File: src/rtl/core/tckc_pkg.sv
// Package for the typed composite key comparator.
// Holds type codes, verdict codes, register indexes and sizes.
// No dependencies.
`timescale 1ns / 1ps

package tckc_pkg;

	localparam int MAX_KEY_FIELDS = 8;
	localparam int POS_W = $clog2(MAX_KEY_FIELDS);

	// Type codes of the key schema.
	localparam logic [3:0] T_S8   = 4'd0;
	localparam logic [3:0] T_S16  = 4'd1;
	localparam logic [3:0] T_S32  = 4'd2;
	localparam logic [3:0] T_S64  = 4'd3;
	localparam logic [3:0] T_U8   = 4'd4;
	localparam logic [3:0] T_U16  = 4'd5;
	localparam logic [3:0] T_U32  = 4'd6;
	localparam logic [3:0] T_U64  = 4'd7;
	localparam logic [3:0] T_F32  = 4'd8;
	localparam logic [3:0] T_F64  = 4'd9;
	localparam logic [3:0] T_CHAR = 4'd10;
	localparam logic [3:0] T_BOOL = 4'd11;

	// Verdict codes, two bits signed.
	localparam logic [1:0] ORD_LT = 2'b11;
	localparam logic [1:0] ORD_EQ = 2'b00;
	localparam logic [1:0] ORD_GT = 2'b01;

	// Configuration register indexes.
	localparam logic REG_FIELD_COUNT = 1'b0;
	localparam logic REG_FIELD_TYPES = 1'b1;

endpackage

File: src/rtl/core/typed_composite_key_compare_top.sv
// Top level of the typed composite key comparator.
// Depends on tckc_pkg and tckc_field_cmp.
`timescale 1ns / 1ps

// Usage:
// Each input beat on the s_axis channel carries one field of both keys,
// field 0 first. The user must write the schema (field count, per-field
// type codes) on the cfg channel while the block is idle; the block does
// not enforce this. cfg_ready is always high. After the last field of a
// key pair, one beat on m_axis gives the order: -1 when the first key is
// smaller, 0 when equal, 1 when larger. The first differing field decides;
// later fields are taken but ignored. Throughput is one field beat per cycle
// unless a final field is blocked, set by the single compare stage. The
// last field passes one input register, then the compare feeding the
// result register. When the receiver stalls, the result register holds its
// beat and the input register keeps taking beats that produce no result; a
// final field waits in the input register until the result register frees
// up. Reset sets field count 1, all type codes 0, and clears the position,
// the held verdict and both valid flags.
module typed_composite_key_compare_top (
	input  logic         clk,
	input  logic         arst_n,
	input  logic         cfg_valid,
	output logic         cfg_ready,
	input  logic         cfg_index,
	input  logic [31:0]  cfg_data,
	input  logic         s_axis_tvalid,
	output logic         s_axis_tready,
	input  logic [127:0] s_axis_tdata,  // [63:0] first_value, [127:64] second_value
	output logic         m_axis_tvalid,
	input  logic         m_axis_tready,
	output logic [7:0]   m_axis_tdata   // [1:0] order, [7:2] zero
);
	import tckc_pkg::*;

	logic [3:0]       count_q;
	logic [31:0]      types_q;
	logic [POS_W-1:0] pos_q;
	logic [3:0]       count_eff;
	logic             in_last;
	logic             in_fire;

	logic             valid_s1;
	logic             last_s1;
	logic [3:0]       code_s1;
	logic [63:0]      a_s1;
	logic [63:0]      b_s1;

	logic             fixed_q;
	logic [1:0]       held_q;
	logic [1:0]       field_order;
	logic [1:0]       final_order;

	logic             out_valid_q;
	logic [1:0]       out_order_q;
	logic             out_free;
	logic             adv_s1;

	assign cfg_ready = 1'b1;

	// Count clamped to 1..MAX_KEY_FIELDS.
	always_comb begin
		if (count_q == 4'd0) begin
			count_eff = 4'd1;
		end else if (count_q > 4'(MAX_KEY_FIELDS)) begin
			count_eff = 4'(MAX_KEY_FIELDS);
		end else begin
			count_eff = count_q;
		end
	end

	assign in_last  = ({1'b0, pos_q} + 4'd1) >= count_eff;
	assign out_free = !out_valid_q || m_axis_tready;
	assign adv_s1   = valid_s1 && (!last_s1 || out_free);
	assign s_axis_tready = !valid_s1 || adv_s1;
	assign in_fire  = s_axis_tvalid && s_axis_tready;

	always_ff @(posedge clk or negedge arst_n) begin
		if (!arst_n) begin
			count_q <= 4'd1;
			types_q <= '0;
		end else if (cfg_valid && cfg_ready) begin
			unique case (cfg_index)
				REG_FIELD_COUNT: count_q <= cfg_data[3:0];
				REG_FIELD_TYPES: types_q <= cfg_data;
				default: ;
			endcase
		end
	end

	// Field position advances per accepted beat, wraps after the last field.
	always_ff @(posedge clk or negedge arst_n) begin
		if (!arst_n) begin
			pos_q    <= '0;
			valid_s1 <= 1'b0;
		end else begin
			if (in_fire) begin
				pos_q <= in_last ? '0 : pos_q + 1'b1;
			end
			if (in_fire) begin
				valid_s1 <= 1'b1;
			end else if (adv_s1) begin
				valid_s1 <= 1'b0;
			end
		end
	end

	always_ff @(posedge clk) begin
		if (in_fire) begin
			last_s1 <= in_last;
			code_s1 <= types_q[{pos_q, 2'b00} +: 4];
			a_s1    <= s_axis_tdata[63:0];
			b_s1    <= s_axis_tdata[127:64];
		end
	end

	tckc_field_cmp u_cmp (
		.code  (code_s1),
		.a     (a_s1),
		.b     (b_s1),
		.order (field_order)
	);

	assign final_order = fixed_q ? held_q : field_order;

	// The verdict is fixed by the first differing field of the key pair.
	always_ff @(posedge clk or negedge arst_n) begin
		if (!arst_n) begin
			fixed_q <= 1'b0;
			held_q  <= ORD_EQ;
		end else if (adv_s1) begin
			if (last_s1) begin
				fixed_q <= 1'b0;
				held_q  <= ORD_EQ;
			end else if (!fixed_q && field_order != ORD_EQ) begin
				fixed_q <= 1'b1;
				held_q  <= field_order;
			end
		end
	end

	always_ff @(posedge clk or negedge arst_n) begin
		if (!arst_n) begin
			out_valid_q <= 1'b0;
		end else if (adv_s1 && last_s1) begin
			out_valid_q <= 1'b1;
		end else if (m_axis_tready) begin
			out_valid_q <= 1'b0;
		end
	end

	always_ff @(posedge clk) begin
		if (adv_s1 && last_s1) begin
			out_order_q <= final_order;
		end
	end

	assign m_axis_tvalid = out_valid_q;
	assign m_axis_tdata  = {6'd0, out_order_q};

`ifndef SYNTHESIS
	a_order_legal: assert property (@(posedge clk) disable iff (!arst_n)
		m_axis_tvalid |-> (out_order_q != 2'b10))
		else $error("result holds an illegal order code");

	a_pos_range: assert property (@(posedge clk) disable iff (!arst_n)
		({1'b0, pos_q} < count_eff) || (count_q != $past(count_q)))
		else $error("field position passed the field count");

	a_stall_only_full: assert property (@(posedge clk) disable iff (!arst_n)
		!s_axis_tready |-> (valid_s1 && last_s1 && out_valid_q && !m_axis_tready))
		else $error("input stalled without a blocked final field");

	a_verdict_clears: assert property (@(posedge clk) disable iff (!arst_n)
		(adv_s1 && last_s1) |=> (!fixed_q && held_q == ORD_EQ))
		else $error("verdict not cleared after a key pair");
`endif

endmodule

File: src/rtl/core/tckc_field_cmp.sv
// Compares one key field of two keys under its type code.
// Depends on tckc_pkg.
`timescale 1ns / 1ps

module tckc_field_cmp (
	input  logic [3:0]  code,
	input  logic [63:0] a,
	input  logic [63:0] b,
	output logic [1:0]  order
);
	import tckc_pkg::*;

	logic [63:0] ka;
	logic [63:0] kb;
	logic        force_eq;

	always_comb begin
		ka = '0;
		kb = '0;
		force_eq = 1'b0;
		case (code)
			T_S8, T_CHAR: begin
				ka = {56'd0, a[7] ^ 1'b1, a[6:0]};
				kb = {56'd0, b[7] ^ 1'b1, b[6:0]};
			end
			T_S16: begin
				ka = {48'd0, ~a[15], a[14:0]};
				kb = {48'd0, ~b[15], b[14:0]};
			end
			T_S32: begin
				ka = {32'd0, ~a[31], a[30:0]};
				kb = {32'd0, ~b[31], b[30:0]};
			end
			T_S64: begin
				ka = {~a[63], a[62:0]};
				kb = {~b[63], b[62:0]};
			end
			T_U8: begin
				ka = {56'd0, a[7:0]};
				kb = {56'd0, b[7:0]};
			end
			T_U16: begin
				ka = {48'd0, a[15:0]};
				kb = {48'd0, b[15:0]};
			end
			T_U32: begin
				ka = {32'd0, a[31:0]};
				kb = {32'd0, b[31:0]};
			end
			T_U64: begin
				ka = a;
				kb = b;
			end
			T_F32: begin
				// Sign-magnitude mapped to an ordered unsigned key.
				ka = {32'd0, a[31] ? ~a[31:0] : {1'b1, a[30:0]}};
				kb = {32'd0, b[31] ? ~b[31:0] : {1'b1, b[30:0]}};
				force_eq = ((a[30:23] == 8'hFF) && (a[22:0] != '0))
					|| ((b[30:23] == 8'hFF) && (b[22:0] != '0))
					|| ((a[30:0] == '0) && (b[30:0] == '0));
			end
			T_F64: begin
				ka = a[63] ? ~a : {1'b1, a[62:0]};
				kb = b[63] ? ~b : {1'b1, b[62:0]};
				force_eq = ((a[62:52] == 11'h7FF) && (a[51:0] != '0))
					|| ((b[62:52] == 11'h7FF) && (b[51:0] != '0))
					|| ((a[62:0] == '0) && (b[62:0] == '0));
			end
			T_BOOL: begin
				ka = {63'd0, a[7:0] != 8'd0};
				kb = {63'd0, b[7:0] != 8'd0};
			end
			default: begin
				force_eq = 1'b1;
			end
		endcase
	end

	always_comb begin
		if (force_eq || ka == kb) begin
			order = ORD_EQ;
		end else if (ka < kb) begin
			order = ORD_LT;
		end else begin
			order = ORD_GT;
		end
	end

endmodule

File: config.mk
export PLATFORM = sky130hd
export DESIGN_NAME = typed_composite_key_compare_top
export DESIGN_NICKNAME = d
export VERILOG_FILES = /design/src/rtl/core/tckc_pkg.sv /design/src/rtl/core/typed_composite_key_compare_top.sv /design/src/rtl/core/tckc_field_cmp.sv
export SDC_FILE = /design/constraint.sdc
export NUM_CORES = 1
export LEC_CHECK = 0
export BUFFER_PORTS_ARGS = -buffer_cell sky130_fd_sc_hd__buf_4
export CAP_MARGIN = 30
export CORE_MARGIN = 2
export CORE_UTILIZATION = 35
export DETAILED_ROUTE_END_ITERATION = 10
export PLACE_DENSITY = 0.54
export RECOVER_POWER = 25
export SLEW_MARGIN = 40
export SYNTH_ARGS = -nofsm -noshare
export SYNTH_HDL_FRONTEND = slang
export SYNTH_SLANG_ARGS = --single-unit
export TNS_END_PERCENT = 50
File: constraint.sdc
create_clock -name clk -period 4.45 [get_ports clk]
set_input_delay 0.89 -clock clk [delete_from_list [all_inputs] [get_ports clk]]
set_output_delay 0.89 -clock clk [all_outputs]
set_load 0.005 [all_outputs]
==> impl_metrics.toml <==
[die]
core_um2 = 27600
dieArea_um2 = 29300
start_util_pct = 35.4
io_pins = 177
die_y_um = 171
rows = 61
die_width_um = 171

[logic_synthesis]
yosysTopAreaCell = "edfxtp_1"
ys_seq_elements = 179
ys_top_cells_by_count = "135 x edfxtp_1, 91 x a21oi_1, 89 x nor2_1, 85 x nand2_1, 71 x ha_1"
synth-edff-count = 135
muxShareOfSynthArea_pct = 7.89
synth_cells = 872
synth_compound_area_share_pct = 12.3
synth_warnings = 0
yosys.area.top_type_share_pct = 41.4
synth_top_family_by_area = "simple AND/OR/NAND/NOR gates"
synthXorXnorAreaFrac_pct = 0.448
synth_adder_area_share_pct = 9.08
yosysMostFrequentCell = "edfxtp_1"
syn_area_um2 = 9780
yosys.area_share.simple_pct = 15.2
ys_seq_area_share_pct = 52.7
syn_area_per_cell_um2 = 11.2
ys_async_sr_fraction_pct = 24.6
synthFlopType = "edfxtp_1"
synth.distinct_cells = 56
netlist_top_cells_area = "edfxtp_1 41%, dfrtp_1 11%, ha_1 9.1%"

[setup_path]
critical-path-max-stage-delay_ns = 0.61
path_common_cell = "nand2_1"
reg2reg_from = "code_s1[1]"
path_cells = "or3b_1, nor2_2, nand2_1, nand2_1, buf_4, o21ai_0, ha_1, nand4_1, or4_1, nand4b_1, o211ai_2, nor4b_4, o211ai_2, nand2_1"
ff2ff_path_depth = 14
crit_buf_inv = 1
startpoint_type = "flip-flop"
cp_slowest_cell = "or4_1"
critical_path.top_delay_family = "simple AND/OR/NAND/NOR gates"
end_kind = "flip-flop"
critical_path_class = "reg2reg"
crit_fanout = 30
regToRegSetupSlack_ns = 0.48
crit_required_ns = 4.65
crit_arrival_ns = 4.17
r2r_end = "out_order_q[1]"
critPathLaunch = "code_s1[1]"

[cts]
cts_setup_buffers = 0
cts_tree = "yes"
cts_buffers = 17
cts_root_buf = "clkbuf_16"
clk_latency_ns = 0.45
clk_path_buf_depth = 2
cts_num_sinks = 179
htree_levels = 4
cts.hold.buffers_added = 0
cts_resized = 0
clk_pin_slew_ns = 0.08

[routing]
drc = 0
drt_iter0_markers = 627
vias = 7277
post_drt_wl_per_cell_um = 17.2
viasPerCell = 5.09
first_pass_iters = 5
drt_wl_total_mm = 24.6
ant_nets = 0

[sta]
rsz0062_at_grt = "no"
setup_tns_ns = 0
period_share_pct = 89.3
slew_headroom_pct = 53.5
fin_crit_ns = 3.97
skew_ns = 0.0139
fmax_mhz = 252
setup_viol = 0
hold_viol = 0
tightest_slew_ns = 0.695
slew_viol_final = 0

[global_route]
grt_max_degree = 68
overflow = 0
grt_pass1_wl_mm = 38.6
grt_usage_pct = 17.3
grt_pass1_vias = 7095
antenna_found_initial = 1

[power]
intPower_mw = 3.92
power_mw = 6.14
comb_power_share_pct = 37.7
p_leak_nw = 4.87
clkPwrFrac_pct = 25.3
p_switching_mw = 2.22
p_seq_share_pct = 37.0
vdd.ir_drop.worst_mv = 0.294
p_per_area_nw_per_um2 = 507
p_sw_share_pct = 36.2

[final_layout]
final_util_pct = 43.8
fillers = 2687
drive_gt1_share_pct = 27.0
final_nets = 1276
diodes = 0
syn_to_final_growth_pct = 23.8

[run_status]
status = "finished clean"

[run]
maxCapViolations = 0

[place]
hpwl_mm = 18.3
io_buffers = 169
routabilityCongestion = 0.838

[min_path]
hold_path.class = "in2async"
==> worst max-delay path by stage <==
stage	endpoint	slack (ns)	depth (start not counted)
after floorplan	a_s1[0]	0.18	4
after global placement	out_order_q[0]	0.59	13
after detailed placement	out_order_q[1]	0.50	14
after CTS	out_order_q[1]	0.49	14
after global routing	out_order_q[1]	0.17	14
final	out_order_q[1]	0.48	14
==> layout by cell type, fill, tap and decap left out, types with 16 or more instances in the layout <==
cell type	n
edfxtp_1	135
nand2_1	85
mux2_2	41
nor4_1	22
clkbuf_16	19
dfrtp_1	43
a21oi_1	91
a21o_1	16
ha_1	71
clkbuf_4	88
nor2_1	89
o21ai_0	63
nand4_1	33
buf_4	92
==> flip-flops by register name, indices dropped and copies added (netlist names), 2 cells and up <==
| register | cells |
|---|---|
| a_s1 | 64 |
| b_s1 | 64 |
| types_q | 32 |
| code_s1 | 4 |
| count_q | 4 |
| pos_q | 3 |
| held_q | 2 |
| out_order_q | 2 |
==> per-stage QoR <==
step / setup slack (ns) / instance area (µm²) / cells / hold WS, ns
6_report: 0.477 / 12100 / 1430 / 0.435
5_1_grt: 0.171 / 12100 / 1430 / 0.473
4_1_cts: 0.491 / 12100 / 1430 / 0.444
3_5_place_dp: 0.503 / 11500 / 1398 / 0.493
3_3_place_gp: 0.591 / 11500 / 1398 / 0.483
2_1_floorplan: 0.182 / 9800 / 877 / 0.474
==> layer usage <==
metal / GRT usage (%) / share of wire [%] / vias to the layer above / wire length (µm)
met4: 4.35 / 1.0 / 2 / 256
met2: 27.9 / 47 / 213 / 11600
met3: 4.40 / 6.0 / 21 / 1480
met1: 23.3 / 46 / 3409 / 11300
met5: 0 / 0.053 / - / 13
li1: - / - / 3632 / -
==> area by class of cell <==
class	count	area (µm²)	area share (%)
inverters	11	43.8	0.362
multi-input cells	646	4420	36.5
clock buffers	20	489	4.04
well taps	378	473	3.91
clock inverters	12	125	1.03
repair buffers	184	1400	11.6
flip-flops and latches	179	5160	42.6
==> logic make-up after synthesis <==
kind of cell / after synthesis
buffers and inverters: 52
AO/OA/AOI/OAI: 210
XOR/XNOR: 5
AND/OR/NAND/NOR: 291
adder cells (fa/ha/maj): 71
other: 2
flip-flops: 179
multiplexers: 62
==> power groups by stage <==
| stage | logic [mW] | clock network, mW | registers [mW] |
|---|---|---|---|
| finish | 2.32 | 1.56 | 2.27 |
| global route | 2.64 | 1.66 | 2.30 |
| CTS | 2.34 | 1.60 | 2.27 |
| detailed placement | 2.32 | 0 | 2.31 |
| global placement | 2.29 | 0 | 2.31 |
| floorplan | 1.72 | 0 | 2.21 |
Power figures use the tool's default switching activity.
